===== config.mk =====
export PLATFORM = sky130hd
export DESIGN_NAME = bcc_frame_receiver
export DESIGN_NICKNAME = d
export VERILOG_FILES = /design/src/design/bccfr_pkg.sv /design/src/design/bccfr_front.sv /design/src/design/bccfr_fifo.sv /design/src/design/bccfr_back.sv /design/src/design/bcc_frame_receiver.sv
export SDC_FILE = /design/constraint.sdc
export NUM_CORES = 1
export LEC_CHECK = 0
export ABC_AREA = 0
export BUFFER_PORTS_ARGS = -buffer_cell sky130_fd_sc_hd__buf_2
export CAP_MARGIN = 20
export CELL_PAD_IN_SITES_DETAIL_PLACEMENT = 0
export CELL_PAD_IN_SITES_GLOBAL_PLACEMENT = 1
export CORE_MARGIN = 5
export CORE_UTILIZATION = 35
export CTS_BUF_LIST = sky130_fd_sc_hd__clkbuf_4 sky130_fd_sc_hd__clkbuf_8 sky130_fd_sc_hd__clkbuf_16
export CTS_CLUSTER_SIZE = 30
export DETAILED_ROUTE_END_ITERATION = 6
export PLACE_DENSITY_LB_ADDON = 0.12
export SLEW_MARGIN = 20
export SYNTH_ARGS = -nofsm -noshare
export SYNTH_HDL_FRONTEND = slang
export SYNTH_SLANG_ARGS = --single-unit

===== constraint.sdc =====
create_clock -name clk_i -period 5.2 [get_ports clk_i]
set_input_delay 0.52 -clock clk_i [delete_from_list [all_inputs] [get_ports clk_i]]
set_output_delay 0.52 -clock clk_i [all_outputs]
set_load 0.1 [all_outputs]

===== src/design/bccfr_pkg.sv =====
// ----------------------------------------------------------------------------
// bccfr_pkg
// Shared types and constants for the STX/ETX frame receiver.
// ----------------------------------------------------------------------------
`default_nettype none

package bccfr_pkg;

  localparam int unsigned BUFFER_BYTES_DEF = 1024;
  localparam int unsigned QUEUE_DEPTH_DEF  = 4;

  localparam logic [7:0] STX_BYTE = 8'h02;
  localparam logic [7:0] ETX_BYTE = 8'h03;
  localparam logic [7:0] ACK_BYTE = 8'h06;
  localparam logic [7:0] NAK_BYTE = 8'h15;

  typedef enum logic [2:0] {
    KIND_ACK    = 3'd0,
    KIND_NAK    = 3'd1,
    KIND_STORED = 3'd2,
    KIND_GOOD   = 3'd3,
    KIND_BADSUM = 3'd4,
    KIND_DROP   = 3'd5
  } kind_e;

  typedef enum logic {
    CAUSE_NO_ETX = 1'b0,
    CAUSE_LIMIT  = 1'b1
  } cause_e;

  // Classified byte as passed from front to back
  typedef struct packed {
    logic [7:0] data;
    logic       is_stx;
    logic       is_etx;
    logic       is_ack;
    logic       is_nak;
  } item_t;

  typedef struct packed {
    kind_e       kind;
    logic [7:0]  value;
    logic [9:0]  position;
    logic [10:0] frame_bytes;
    cause_e      drop_cause;
  } result_t;

endpackage

`default_nettype wire


===== src/design/bccfr_front.sv =====
// ----------------------------------------------------------------------------
// bccfr_front
// Input side: takes bytes from the stream and tags the control characters.
// ----------------------------------------------------------------------------
`default_nettype none

module bccfr_front import bccfr_pkg::*; (
  input  wire logic       s_axis_tvalid_i,
  output logic            s_axis_tready_o,
  input  wire logic [7:0] s_axis_tdata_i,   // [7:0] rx_byte
  output logic            push_valid_o,
  input  wire logic       push_ready_i,
  output item_t           push_item_o
);

  assign s_axis_tready_o = push_ready_i;
  assign push_valid_o    = s_axis_tvalid_i;

  always_comb begin
    push_item_o.data   = s_axis_tdata_i;
    push_item_o.is_stx = (s_axis_tdata_i == STX_BYTE);
    push_item_o.is_etx = (s_axis_tdata_i == ETX_BYTE);
    push_item_o.is_ack = (s_axis_tdata_i == ACK_BYTE);
    push_item_o.is_nak = (s_axis_tdata_i == NAK_BYTE);
  end

endmodule

`default_nettype wire


===== src/design/bccfr_fifo.sv =====
// ----------------------------------------------------------------------------
// bccfr_fifo
// Short register queue of classified bytes between front and back.
// ----------------------------------------------------------------------------
`default_nettype none

module bccfr_fifo import bccfr_pkg::*; #(
  parameter int unsigned DEPTH = QUEUE_DEPTH_DEF
) (
  input  wire logic  clk_i,
  input  wire logic  rst_ni,
  input  wire logic  push_valid_i,
  output logic       push_ready_o,
  input  wire item_t push_item_i,
  output logic       pop_valid_o,
  input  wire logic  pop_ready_i,
  output item_t      pop_item_o
);

  localparam int unsigned PTR_W = (DEPTH > 1) ? $clog2(DEPTH) : 1;
  localparam int unsigned CNT_W = $clog2(DEPTH + 1);

  item_t            mem_q [DEPTH];
  logic [PTR_W-1:0] wr_ptr_q, rd_ptr_q;
  logic [CNT_W-1:0] count_q;
  logic             push, pop;

  assign push_ready_o = (count_q != CNT_W'(DEPTH));
  assign pop_valid_o  = (count_q != '0);
  assign pop_item_o   = mem_q[rd_ptr_q];
  assign push         = push_valid_i && push_ready_o;
  assign pop          = pop_valid_o && pop_ready_i;

  function automatic logic [PTR_W-1:0] ptr_inc(input logic [PTR_W-1:0] p);
    ptr_inc = (p == PTR_W'(DEPTH - 1)) ? '0 : p + PTR_W'(1);
  endfunction

  always_ff @(posedge clk_i) begin
    if (push) begin
      mem_q[wr_ptr_q] <= push_item_i;
    end
  end

  always_ff @(posedge clk_i or negedge rst_ni) begin
    if (!rst_ni) begin
      wr_ptr_q <= '0;
      rd_ptr_q <= '0;
      count_q  <= '0;
    end else begin
      if (push) wr_ptr_q <= ptr_inc(wr_ptr_q);
      if (pop)  rd_ptr_q <= ptr_inc(rd_ptr_q);
      if (push && !pop) begin
        count_q <= count_q + CNT_W'(1);
      end else if (pop && !push) begin
        count_q <= count_q - CNT_W'(1);
      end
    end
  end

endmodule

`default_nettype wire


===== src/design/bccfr_back.sv =====
// ----------------------------------------------------------------------------
// bccfr_back
// Deframing state machine with a registered result stage.
// ----------------------------------------------------------------------------
`default_nettype none

module bccfr_back import bccfr_pkg::*; #(
  parameter int unsigned BUFFER_BYTES = BUFFER_BYTES_DEF
) (
  input  wire logic clk_i,
  input  wire logic rst_ni,
  input  wire logic pop_valid_i,
  output logic      pop_ready_o,
  input  wire item_t pop_item_i,
  output logic      res_valid_o,
  input  wire logic res_ready_i,
  output result_t   res_o
);

  localparam int unsigned CNT_W = $clog2(BUFFER_BYTES);
  localparam int unsigned EXT_W = (CNT_W + 1 > 11) ? CNT_W + 1 : 11;
  localparam logic [CNT_W-1:0] LIMIT = CNT_W'(BUFFER_BYTES - 2);

  typedef enum logic [2:0] {
    PH_HUNT   = 3'd0,
    PH_LEN_LO = 3'd1,
    PH_LEN_HI = 3'd2,
    PH_BODY   = 3'd3,
    PH_ETX    = 3'd4,
    PH_CHECK  = 3'd5
  } phase_e;

  phase_e           phase_q, phase_d;
  logic [CNT_W-1:0] stored_q, stored_d;
  logic [15:0]      length_q, length_d;
  logic [15:0]      body_q, body_d;
  logic [7:0]       xor_q, xor_d;
  logic             res_valid_q;
  result_t          res_q, res_d;
  logic             has_res;
  logic             pop;
  logic [EXT_W-1:0] cnt_ext, cnt_inc;
  logic [7:0]       b;
  logic [15:0]      body_inc;

  // Result register frees up when empty or taken this cycle
  assign pop_ready_o = !res_valid_q || res_ready_i;
  assign pop         = pop_valid_i && pop_ready_o;
  assign res_valid_o = res_valid_q;
  assign res_o       = res_q;

  assign b        = pop_item_i.data;
  assign cnt_ext  = EXT_W'(stored_q);
  assign cnt_inc  = cnt_ext + EXT_W'(1);
  assign body_inc = body_q + 16'd1;

  always_comb begin
    phase_d  = phase_q;
    stored_d = stored_q;
    length_d = length_q;
    body_d   = body_q;
    xor_d    = xor_q;
    has_res  = 1'b0;
    res_d.kind        = KIND_STORED;
    res_d.value       = b;
    res_d.position    = '0;
    res_d.frame_bytes = '0;
    res_d.drop_cause  = CAUSE_NO_ETX;

    unique case (phase_q)
      PH_LEN_LO: begin
        length_d       = {8'h00, b};
        has_res        = 1'b1;
        res_d.position = cnt_ext[9:0];
        stored_d       = stored_q + CNT_W'(1);
        xor_d          = xor_q ^ b;
        phase_d        = PH_LEN_HI;
      end
      PH_LEN_HI: begin
        length_d       = {b, length_q[7:0]};
        has_res        = 1'b1;
        res_d.position = cnt_ext[9:0];
        stored_d       = stored_q + CNT_W'(1);
        xor_d          = xor_q ^ b;
        phase_d        = PH_BODY;
      end
      PH_BODY: begin
        has_res = 1'b1;
        if (stored_q >= LIMIT) begin
          res_d.kind       = KIND_DROP;
          res_d.drop_cause = CAUSE_LIMIT;
          phase_d  = PH_HUNT;
          stored_d = '0;
          length_d = '0;
          body_d   = '0;
          xor_d    = '0;
        end else begin
          res_d.position = cnt_ext[9:0];
          stored_d       = stored_q + CNT_W'(1);
          xor_d          = xor_q ^ b;
          body_d         = body_inc;
          if (body_inc == length_q) phase_d = PH_ETX;
        end
      end
      PH_ETX: begin
        has_res = 1'b1;
        if (!pop_item_i.is_etx) begin
          res_d.kind = KIND_DROP;
          phase_d  = PH_HUNT;
          stored_d = '0;
          length_d = '0;
          body_d   = '0;
          xor_d    = '0;
        end else begin
          res_d.position = cnt_ext[9:0];
          stored_d       = stored_q + CNT_W'(1);
          xor_d          = xor_q ^ b;
          phase_d        = PH_CHECK;
        end
      end
      PH_CHECK: begin
        has_res           = 1'b1;
        res_d.kind        = (xor_q == b) ? KIND_GOOD : KIND_BADSUM;
        res_d.position    = cnt_ext[9:0];
        res_d.frame_bytes = cnt_inc[10:0];
        phase_d  = PH_HUNT;
        stored_d = '0;
        length_d = '0;
        body_d   = '0;
        xor_d    = '0;
      end
      default: begin
        // hunting; unused codes fall in here as well
        phase_d  = PH_HUNT;
        stored_d = '0;
        length_d = '0;
        body_d   = '0;
        xor_d    = '0;
        if (pop_item_i.is_stx) begin
          phase_d = PH_LEN_LO;
        end else if (pop_item_i.is_ack) begin
          has_res    = 1'b1;
          res_d.kind = KIND_ACK;
        end else if (pop_item_i.is_nak) begin
          has_res    = 1'b1;
          res_d.kind = KIND_NAK;
        end
      end
    endcase
  end

  always_ff @(posedge clk_i or negedge rst_ni) begin
    if (!rst_ni) begin
      phase_q     <= PH_HUNT;
      stored_q    <= '0;
      length_q    <= '0;
      body_q      <= '0;
      xor_q       <= '0;
      res_valid_q <= 1'b0;
      res_q       <= '0;
    end else begin
      if (pop) begin
        phase_q     <= phase_d;
        stored_q    <= stored_d;
        length_q    <= length_d;
        body_q      <= body_d;
        xor_q       <= xor_d;
        res_valid_q <= has_res;
        if (has_res) res_q <= res_d;
      end else if (res_ready_i) begin
        res_valid_q <= 1'b0;
      end
    end
  end

endmodule

`default_nettype wire


===== src/design/bcc_frame_receiver.sv =====
// ----------------------------------------------------------------------------
// bcc_frame_receiver
// STX / length / body / ETX / XOR check byte deframer for a serial byte link.
// ----------------------------------------------------------------------------
// Slave stream carries one received byte per beat in s_axis_tdata_i[7:0].
// Master stream gives one report per beat: tuser holds the kind (ack, nak,
// stored byte, frame good, checksum error, frame dropped), tdata the byte,
// its position in the stored frame, the frame size and the drop cause.
// Each stored frame byte (length, body, ETX) is reported as it arrives; the
// check byte closes the frame with a good or checksum-error report.
// A report is registered in the result stage after its byte has passed
// through the queue. The block takes one byte per cycle while the master side
// does not stall. A four-entry queue sits between byte intake and the
// deframer, and the report register is refilled in the cycle it is taken.
// When the master side stalls, the queue fills and then tready drops; no
// report is lost. Bytes that produce no report (STX, idle noise) still pass
// through the back end. Reset returns to hunting for STX with an empty queue.
// ----------------------------------------------------------------------------
`default_nettype none

module bcc_frame_receiver import bccfr_pkg::*; #(
  parameter int unsigned BUFFER_BYTES = BUFFER_BYTES_DEF,
  parameter int unsigned QUEUE_DEPTH  = QUEUE_DEPTH_DEF
) (
  input  wire logic        clk_i,
  input  wire logic        rst_ni,
  input  wire logic        s_axis_tvalid_i,
  output logic             s_axis_tready_o,
  input  wire logic [7:0]  s_axis_tdata_i,   // [7:0] rx_byte
  output logic             m_axis_tvalid_o,
  input  wire logic        m_axis_tready_i,
  // [7:0] value, [17:8] position, [28:18] frame_bytes, [29] drop_cause
  output logic [31:0]      m_axis_tdata_o,
  output logic [2:0]       m_axis_tuser_o    // [2:0] kind
);

  logic    push_valid, push_ready;
  item_t   push_item;
  logic    pop_valid, pop_ready;
  item_t   pop_item;
  result_t res;

  bccfr_front u_front (
    .s_axis_tvalid_i (s_axis_tvalid_i),
    .s_axis_tready_o (s_axis_tready_o),
    .s_axis_tdata_i  (s_axis_tdata_i),
    .push_valid_o    (push_valid),
    .push_ready_i    (push_ready),
    .push_item_o     (push_item)
  );

  bccfr_fifo #(
    .DEPTH (QUEUE_DEPTH)
  ) u_fifo (
    .clk_i        (clk_i),
    .rst_ni       (rst_ni),
    .push_valid_i (push_valid),
    .push_ready_o (push_ready),
    .push_item_i  (push_item),
    .pop_valid_o  (pop_valid),
    .pop_ready_i  (pop_ready),
    .pop_item_o   (pop_item)
  );

  bccfr_back #(
    .BUFFER_BYTES (BUFFER_BYTES)
  ) u_back (
    .clk_i       (clk_i),
    .rst_ni      (rst_ni),
    .pop_valid_i (pop_valid),
    .pop_ready_o (pop_ready),
    .pop_item_i  (pop_item),
    .res_valid_o (m_axis_tvalid_o),
    .res_ready_i (m_axis_tready_i),
    .res_o       (res)
  );

  assign m_axis_tuser_o = res.kind;
  assign m_axis_tdata_o = {2'b00, res.drop_cause, res.frame_bytes, res.position, res.value};

endmodule

`default_nettype wire


==> results.yml, run 1 <==
global_routing:
  top_usage_layer: "met2"
  grt_pass1_vias: 4823
  grt_max_degree: 57
  globalRouteOverflowTotal: 0
  grt_pass1_wl_um: 27400
  grt_usage: 0.156
  grt_util_met2: 0.246
  antenna_found_initial: 0
  use_met3: 0.0293
  use_met1: 0.216
synthesis:
  ys.flop_type: "dfrtp_1"
  ys_ff_latch: 142
  synthTopCellsByCount: "dfrtp_1, nand2_1, o21ai_0"
  synth.top_cell.area_share: 0.339
  avgSynthCellArea_sq_um: 11.4
  synth_edf_count: 48
  yosysWarnings: 0
  async_flop_share: 0.662
  synth_top_area_cell: "dfrtp_1"
  synthTopCellsByArea: "dfrtp_1, edfxtp_1, o21ai_0"
  synth.distinct_cells: 74
  synthCells: 610
  synth_most_common_cell: "dfrtp_1"
  syn_area_sq_um: 6950
  seq_area_frac_synth: 0.546
cts:
  clkTransAtPathRegs_ns: 0.07
  hold_buffers: 0
  cts_sinks: 142
  ctsResizeCount: 0
  cts_root_buf: "clkbuf_16"
  cts-buffers-inserted: 17
  clk_latency_ns: 0.42
  htree_levels: 4
  post_cts_buffers: 0
  cts_tree: "built"
  cts_max_path_buffers: 2
finish:
  fin_cells: 924
  syn_to_final_growth_pct: 14.5
  drive_above_1_share: 0.178
  antenna_cells: 0
  nFillCells: 1928
  nets: 668
detailed_routing:
  drt_iter0_markers: 277
  avgRoutedWirePerCell_um: 18.1
  antenna_left: 0
  vias_per_cell: 5.24
  drt_wl_total_um: 16700
  vias: 4840
  firstDrtPassIters: 5
  drc: 0
sta:
  max_freq_ghz: 0.358
  min_period_ns: 2.79
  skew_ns: 0.00818
  hold_viol_final: 0
  finalCritPeriodShare: 0.536
  tightestPinTransition_ns: 0.953
  maxSlewHeadroom: 0.360
  rsz0062_at_grt: "false"
  setup_viol: 0
  fin_tns_setup_ns: 0
  maxSlewViolCount: 0
die:
  core_area_sq_um: 19500
  num_rows: 51
  initial_core_util: 0.356
  io-pin-count: 49
  die-width_um: 151
  dieArea_sq_um: 22800
  die_y_um: 151
worst_setup_path:
  crit_arrival_ns: 3.10
  rr_worst_depth: 6
  path_common_cell: "nor2_1"
  r2r_start: "u_fifo.rd_ptr_q[0]"
  crit_start: "u_fifo.rd_ptr_q[0]"
  critPathMaxFanout: 46
  slowest_stage: "dfrtp_1"
  cpLargestDelayFamily: "multiplexers"
  endpoint_kind: "register"
  slowest_delay_ns: 0.89
  cp.depth: 6
  startpoint_type: "register"
  critical_path_class: "register to register"
  worstPathCellList: "mux4_2 > nor2_1 > nor2_1 > o21ai_4 > buf_4 > mux2_2"
  cp.required_ns: 5.51
  path_buf_inv: 1
place:
  placed_cells: 892
  io_buffer_count: 46
  gp_congestion: 0.828
  post-dp-hpwl_um: 11500
pwr:
  ir_drop_v: 0.000326
  leakagePower_nw: 3.20
  power_density_nw_per_um2: 632
worst_hold_path:
  worstHoldPathType: "input port to asynchronous set/reset pin"
run_status:
  status: "finished clean"
job:
  maxCapViolations: 0
[sequential cells by signal, indices dropped and copies added (netlist names)]
signal	flops
u_back.res_valid_o	1
u_back.stored_q	10
u_fifo.wr_ptr_q	2
u_back.body_q	16
u_fifo.mem_q	48
u_back.length_q	16
u_back.xor_q	8
u_back.res_o	33
u_back.phase_q	3
u_fifo.rd_ptr_q	2
u_fifo.count_q	3
[final cells by class]
type	count	area, sq um	share of cell area
tap	265	332	0.0417
timing repair buffer	51	270	0.0340
clock inverter	15	169	0.0212
clock buffer	17	425	0.0535
inverter	11	41.3	0.00519
sequential	142	3790	0.477
multi-input combinational	423	2920	0.367
[layer usage]
layer	wire, um	share of wire
met3	518	0.031
met5	0	0
met2	7880	0.47
met1	8080	0.48
met4	228	0.014
[cells by family (layout without fill, tap and decap cells)]
group                      after synthesis  in the layout  synth area share
and+or+nand+nor                        195            195             0.146
AOI/OAI and AO/OA                      159            159             0.155
DFF                                    142            142             0.546
buffers and inverters                   46             94            0.0340
xor gates and xnor gates                36             36            0.0454
muxes                                   21             21            0.0546
adders and majority gates               10             10            0.0191
other                                    1              2          0.000540
[path summary, 6_finish.rpt]
path                                        to  slack, ns
setup / recovery              u_back.res_o[25]       2.41
hold / removal                 u_back.res_o[6]       0.07
setup reg to reg              u_back.res_o[25]       2.41
hold reg to reg                u_back.res_o[6]       0.47
max in group asynchronous  u_back.length_q[11]       4.01
min in group clk_i          u_fifo.mem_q[1][9]       0.32
[placed cells by master (no fill, tap or decap), drive strengths merged, types with 7 or more instances in the layout]
| cell type | count |
|---|---|
| buf | 51 |
| nor3 | 9 |
| clkbuf | 17 |
| inv | 17 |
| mux2 | 9 |
| a22oi | 8 |
| nor2b | 10 |
| ha | 9 |
| o31ai | 29 |
| xor2 | 15 |
| a22o | 10 |
| mux4 | 12 |
| a21oi | 10 |
| nand4 | 13 |
| and4 | 7 |
| and3 | 8 |
| xnor2 | 21 |
| nand3 | 15 |
| dfrtp | 94 |
| nand2 | 85 |
| nor2 | 19 |
| o21ai | 68 |
| edfxtp | 48 |
[worst register-to-register path: cells and delay by family, from the launching register on]
kind,cells,cell delay (ns)
and+or+nand+nor,2,0.19
buffers and inverters,1,0.45
DFF,1,0.89
muxes,2,1.03
AOI/OAI and AO/OA,1,0.11
[through the flow]
stage / setup WS, ns / hold WS, ns / power (mW) / area, sq um / util
floorplan: 2.39 / 0.224 / 3.36 / 6950 / -
CTS: 2.31 / 0.0782 / 5.10 / 7950 / 0.407
detailed placement: 2.32 / 0.465 / 3.86 / 7360 / 0.377
global placement: 2.35 / 0.460 / 3.83 / 7360 / 0.377
global route: 2.11 / 0.110 / 5.35 / 7950 / 0.407
finish: 2.41 / 0.0711 / 5.03 / 7950 / 0.407
[where the power goes]
| part | switching (mW) | internal, mW |
|---|---|---|
| sequential | 0.286 | 1.44 |
| clock | 0.538 | 0.681 |
| combinational | 1.44 | 0.640 |
(Power assumes the default switching activity.)
==> inputs of run 2 (changes only) <==
--- a/config.mk
+++ b/config.mk
@@ -5,7 +5,7 @@
 export SDC_FILE = /design/constraint.sdc
 export NUM_CORES = 1
 export LEC_CHECK = 0
-export ABC_AREA = 0
+export ABC_AREA = 1
 export BUFFER_PORTS_ARGS = -buffer_cell sky130_fd_sc_hd__buf_2
 export CAP_MARGIN = 20
 export CELL_PAD_IN_SITES_DETAIL_PLACEMENT = 0
==> constraint.sdc (replaced) <==
create_clock -name clk_i -period 2.8 [get_ports clk_i]
set_input_delay 0.28 -clock clk_i [delete_from_list [all_inputs] [get_ports clk_i]]
set_output_delay 0.28 -clock clk_i [all_outputs]
set_load 0.1 [all_outputs]
==> run 2 against run 1 <==
Against the previous run:
- largest power group unchanged
- global-route usage increased by 0.37 points
- critical path depth increased by 9
- critical path type unchanged
- sequential power increased by 64%
- die area decreased by 2.1%
- largest cell class unchanged
- critical endpoint is now u_back.phase_q[0]
- maximum frequency increased by 23%
==> results.yml, run 2 <==
place:
  gp_congestion: 0.821
  dp_slack_ns: 0.553
  post-dp-hpwl_um: 12300
  io_buffer_count: 46
worst_setup_path:
  path_buf_inv: 1
  endpoint_kind: "register"
  critPathMaxFanout: 5
  slowest_delay_ns: 0.42
  crit_arrival_ns: 2.57
  critical_path_class: "register to register"
  path_common_cell: "nand2_1"
  worstPathCellList: "nand2_1 > nor2_1 > nand2_2 > inv_1 > nand4_1 > nand2_1 > nand2_1 > nand2_1 > nand2_1 > nor2_1 > nand2_1 > nand2_2 > nand2_1 > nand2_1 > nand2_1"
  cpLargestDelayFamily: "simple AND/OR/NAND/NOR gates"
  startpoint_type: "register"
  cp.required_ns: 3.11
  slowest_stage: "dfrtp_1"
sta:
  min_period_ns: 2.26
  maxSlewViolCount: 0
  finalCritPeriodShare: 0.808
  whs_ns: 0.0481
  setup_ws_ns: 0.538
  hold_viol_final: 0
  setup_viol: 0
  max_freq_ghz: 0.442
  fin_tns_setup_ns: 0
  maxSlewHeadroom: 0.509
  rsz0062_at_grt: "false"
  tightestPinTransition_ns: 0.729
  skew_ns: 0.00680
pwr:
  ir_drop_v: 0.000475
  leakagePower_nw: 3.61
  p_total_mw: 9.06
  power_density_nw_per_um2: 1140
synthesis:
  synth.top_cell.area_share: 0.346
  synth_xor_area_frac: 0.0324
  synthTopCellsByCount: "nand2_1, dfrtp_1, inv_1"
  yosysWarnings: 0
  synth_edf_count: 48
  synth_adder_area_share: 0.0195
  ys_ff_latch: 142
  syn_area_sq_um: 6790
  synthCells: 765
  synth-compound-area-share: 0.0765
  synth-simple-area-share: 0.241
  synth.distinct_cells: 36
  synth_top_family_by_area: "simple AND/OR/NAND/NOR gates"
  synthMuxAreaShare: 0
  synth_top_area_cell: "dfrtp_1"
  ys.flop_type: "dfrtp_1"
  synthTopCellsByArea: "dfrtp_1, edfxtp_1, nand2_1"
  async_flop_share: 0.662
  synth_most_common_cell: "nand2_1"
  seq_area_frac_synth: 0.559
  avgSynthCellArea_sq_um: 8.88
global_routing:
  antenna_found_initial: 0
  grt_pass1_wl_um: 27800
  grt_pass1_vias: 5343
  globalRouteOverflowTotal: 0
  grt_usage: 0.160
  grt_max_degree: 50
worst_hold_path:
  worstHoldPathType: "input port to register"
finish:
  drive_above_1_share: 0.132
  largest_reg_flops: 48
  fin_util: 0.413
  nFillCells: 1979
  nets: 847
  layout_common_cells: "nand2_1, dfrtp_1, inv_1, nand3_1, o21ai_0"
  regMostFlops: "u_fifo.mem_q"
  mostFrequentLayoutCell: "nand2_1"
  antenna_cells: 0
  syn_to_final_growth_pct: 17.2
cts:
  ctsResizeCount: 0
  cts_max_path_buffers: 2
  clk_latency_ns: 0.42
  cts_root_buf: "clkbuf_16"
  clkTransAtPathRegs_ns: 0.06
  cts_sinks: 142
  htree_levels: 4
  cts-buffers-inserted: 17
  cts_tree: "built"
die:
  io-pin-count: 49
  initial_core_util: 0.352
  die_y_um: 149
  num_rows: 51
  dieArea_sq_um: 22300
  die-width_um: 149
  core_area_sq_um: 19300
detailed_routing:
  drc: 0
  vias_per_cell: 4.76
  vias: 5247
  firstDrtPassIters: 5
  avgRoutedWirePerCell_um: 15.3
  drt_iter0_markers: 221
  antenna_left: 0
  drt_wl_total_um: 16900
job:
  maxCapViolations: 0
run_status:
  status: "finished clean"
==> run 2: area by class of cell <==
cell class,instances,area [sq um],area share
clock buffer,17,425,0.0534
tap,265,332,0.0417
inverter,96,360,0.0453
sequential,142,3790,0.477
multi-input combinational,507,2520,0.316
clock inverter,15,185,0.0233
timing repair buffer,61,348,0.0437
==> run 2: report_power, final <==
group	leakage, nW	internal, mW	switching, mW
clock network	0.285	1.41	0.932
logic	1.63	0.933	2.94
registers	1.70	2.61	0.234
==> run 2: path summary, 6_finish.rpt <==
| check | start | end | slack (ns) | depth (start not counted) |
|---|---|---|---|---|
| setup / recovery | u_back.body_q[6] | u_back.phase_q[0] | 0.54 | 15 |
| hold / removal | m_axis_tready_i | u_back.res_valid_o | 0.05 | 2 |
| setup reg to reg | u_back.body_q[6] | u_back.phase_q[0] | 0.54 | 15 |
| hold reg to reg | u_back.res_o[14] | u_back.res_o[14] | 0.47 | 2 |
| max in group asynchronous | rst_ni | u_back.length_q[3] | 1.46 | 3 |
| min in group asynchronous | rst_ni | u_back.res_o[24] | 0.43 | 2 |
==> run 2: routing by layer <==
layer | up-vias | share of wire | track usage
met3 | 21 | 0.033 | 0.0298
met5 | - | 0 | 0
li1 | 2661 | - | -
met1 | 2490 | 0.47 | 0.207
met4 | 0 | 0.015 | 0.0526
met2 | 75 | 0.48 | 0.270
==> run 2: logic make-up (layout without fill, tap and decap cells) <==
| family | after synthesis | after routing |
|---|---|---|
| adder cells (fa/ha/maj) | 10 | 10 |
| flip-flops | 142 | 142 |
| XOR/XNOR | 22 | 22 |
| AND/OR/NAND/NOR | 380 | 380 |
| AO/OA/AOI/OAI | 93 | 93 |
| buffers and inverters | 117 | 189 |
| other | 1 | 2 |
==> run 2: timing repair <==
item,4_1_cts,5_1_grt
endpoints found under the hold margin,47,0
buffers inserted,0,0
hold buffers,1,0
==> run 2: stage by stage <==
stage | std cells | area, sq um
after floorplan | 766 | 6790
after global placement | 1070 | 7340
after detailed placement | 1070 | 7340
after CTS | 1103 | 7960
after global routing | 1103 | 7960
final | 1103 | 7960
==> inputs of run 3 (changes only) <==
--- a/config.mk
+++ b/config.mk
@@ -5,7 +5,7 @@
 export SDC_FILE = /design/constraint.sdc
 export NUM_CORES = 1
 export LEC_CHECK = 0
-export ABC_AREA = 1
+export ABC_AREA = 0
 export BUFFER_PORTS_ARGS = -buffer_cell sky130_fd_sc_hd__buf_2
 export CAP_MARGIN = 20
 export CELL_PAD_IN_SITES_DETAIL_PLACEMENT = 0
==> constraint.sdc (replaced) <==
create_clock -name clk_i -period 2.3 [get_ports clk_i]
set_input_delay 0.23 -clock clk_i [delete_from_list [all_inputs] [get_ports clk_i]]
set_output_delay 0.23 -clock clk_i [all_outputs]
set_load 0.1 [all_outputs]
==> run 3 against run 2 <==
Against the previous run:
- combinational power grew 37%
- critical path depth is 9 lower
- clock power is 15% higher
- cell area increased by 4.6%
- critical endpoint is now u_back.phase_q[1]
- via count down 5.6%
- total power is 30% higher
- sequential power grew 32%
==> results.yml, run 3 (synthesis gave the netlist of run 1 again) <==
finish:
  largest_reg_flops: 48
  fin_cells: 965
  antenna_cells: 0
  mostFrequentLayoutCell: "dfrtp_1"
  layout_common_cells: "dfrtp_1, nand2_1, o21ai_0, edfxtp_1, buf_2"
  nets: 709
  nFillCells: 1866
  syn_to_final_growth_pct: 19.8
  drive_above_1_share: 0.239
  regMostFlops: "u_fifo.mem_q"
sta:
  rsz0062_at_grt: "false"
  whs_ns: 0.0374
  max_freq_ghz: 0.462
  skew_ns: 0.0123
  hold_viol_final: 0
  setup_viol: 0
  maxSlewHeadroom: 0.470
  maxSlewViolCount: 0
  finalCritPeriodShare: 0.940
  min_period_ns: 2.16
  tightestPinTransition_ns: 0.795
worst_setup_path:
  startpoint_type: "register"
  worstPathCellList: "nand4_2 > nor4_4 > o311ai_1 > nor4_2 > a31oi_1 > or2_1"
  critPathMaxFanout: 8
  cp.required_ns: 2.60
  critical_path_class: "register to register"
  endpoint_kind: "register"
  slowest_delay_ns: 0.50
  crit_arrival_ns: 2.46
  slowest_stage: "dfrtp_1"
global_routing:
  grt_pass1_wl_um: 28300
  grt_usage: 0.161
  grt_pass1_vias: 5078
  antenna_found_initial: 0
  grt_max_degree: 60
  globalRouteOverflowTotal: 0
cts:
  clk_latency_ns: 0.42
  cts_tree: "built"
  cts_root_buf: "clkbuf_16"
  clkTransAtPathRegs_ns: 0.07
  htree_levels: 4
  cts_sinks: 142
  post_cts_buffers: 0
  cts-buffers-inserted: 17
  cts_max_path_buffers: 2
place:
  placed_cells: 932
  post-dp-hpwl_um: 12200
  io_buffer_count: 46
  gp_congestion: 0.797
detailed_routing:
  drt_iter0_markers: 259
  firstDrtPassIters: 6
  antenna_left: 0
  vias_per_cell: 5.13
  avgRoutedWirePerCell_um: 17.7
  drt_wl_total_um: 17100
  vias: 4955
  drc: 0
pwr:
  ir_drop_v: 0.000786
  power_density_nw_per_um2: 1410
  leakagePower_nw: 3.41
die:
  die_y_um: 151
  io-pin-count: 49
  initial_core_util: 0.356
  dieArea_sq_um: 22800
  die-width_um: 151
  core_area_sq_um: 19500
  num_rows: 51
run_status:
  status: "finished clean"
job:
  maxCapViolations: 0
worst_hold_path:
  worstHoldPathType: "input port to register"
[run 3: cell types whose count changed in the layout (fill, tap and decap cells not counted), moves of 13 or more]
cell | before | now
nand2_1 | 214 | 83
buf_4 | 15 | 43
o31ai_1 | 4 | 29
o22ai_1 | 22 | 1
nand3_1 | 88 | 14
inv_1 | 89 | 9
xnor2_1 | 2 | 21
o21ai_0 | 52 | 65
nor2_1 | 43 | 18
[run 3: worst paths after layout]
check	depth (start not counted)	to	startpoint	slack (ns)
setup / recovery	6	u_back.phase_q[1]	u_back.body_q[3]	0.14
min in group asynchronous	2	u_back.res_o[5]	rst_ni	0.40
setup reg to reg	6	u_back.phase_q[1]	u_back.body_q[3]	0.14
hold reg to reg	2	u_back.res_o[8]	u_back.res_o[8]	0.47
max in group asynchronous	3	u_back.length_q[6]	rst_ni	1.16
hold / removal	1	u_fifo.mem_q[2][11]	s_axis_tdata_i[7]	0.04
[run 3: power by group]
part / switching (mW) / total (mW) / internal, mW / leakage [nW]
registers: 0.495 / 3.76 / 3.27 / 1.68
clock network: 1.18 / 2.70 / 1.52 / 0.277
logic: 3.47 / 5.31 / 1.84 / 1.46
total: 5.14 / 11.8 / 6.63 / 3.41
[run 3: what timing repair did]
action,CTS,global route
hold endpoints to repair,56,0
pin swaps,0,0
hold buffers,1,0
setup endpoints to repair,1,48
gates resized for setup,1,9
[run 3: worst max-delay path, delay by kind of cell (launching register included)]
family / cells / cell delay, ns
compound gates: 2 / 0.30
flops: 1 / 0.50
simple gates: 4 / 1.25
[run 3: through the flow]
step	cell area [sq um]	util	worst slack, ns	total power [mW]	setup TNS, ns
after global routing	8320	0.426	0.00854	12.5	0
after detailed placement	7700	0.394	-0.00944	9.17	-0.00944
final	8320	0.426	0.137	11.8	0
after floorplan	6980	-	-0.0555	7.64	-0.0555
after CTS	8290	0.424	0.0120	11.9	0
after global placement	7700	0.394	0.0167	9.09	0
[run 3: area by class of cell]
cell class | count | area (sq um) | area share
sequential | 142 | 3800 | 0.456
multi-input combinational | 423 | 2970 | 0.357
inverter | 11 | 42.5 | 0.00511
timing repair buffer | 92 | 609 | 0.0732
clock inverter | 15 | 146 | 0.0176
tap | 265 | 332 | 0.0398
clock buffer | 17 | 425 | 0.0511
[run 3: layer usage]
metal  part of all wire  wire length, um  GRT usage
met1               0.48             8210      0.219
met2               0.48             8200      0.258
met3              0.030              514     0.0389
met4              0.011              192     0.0435
met5                  0                0          0
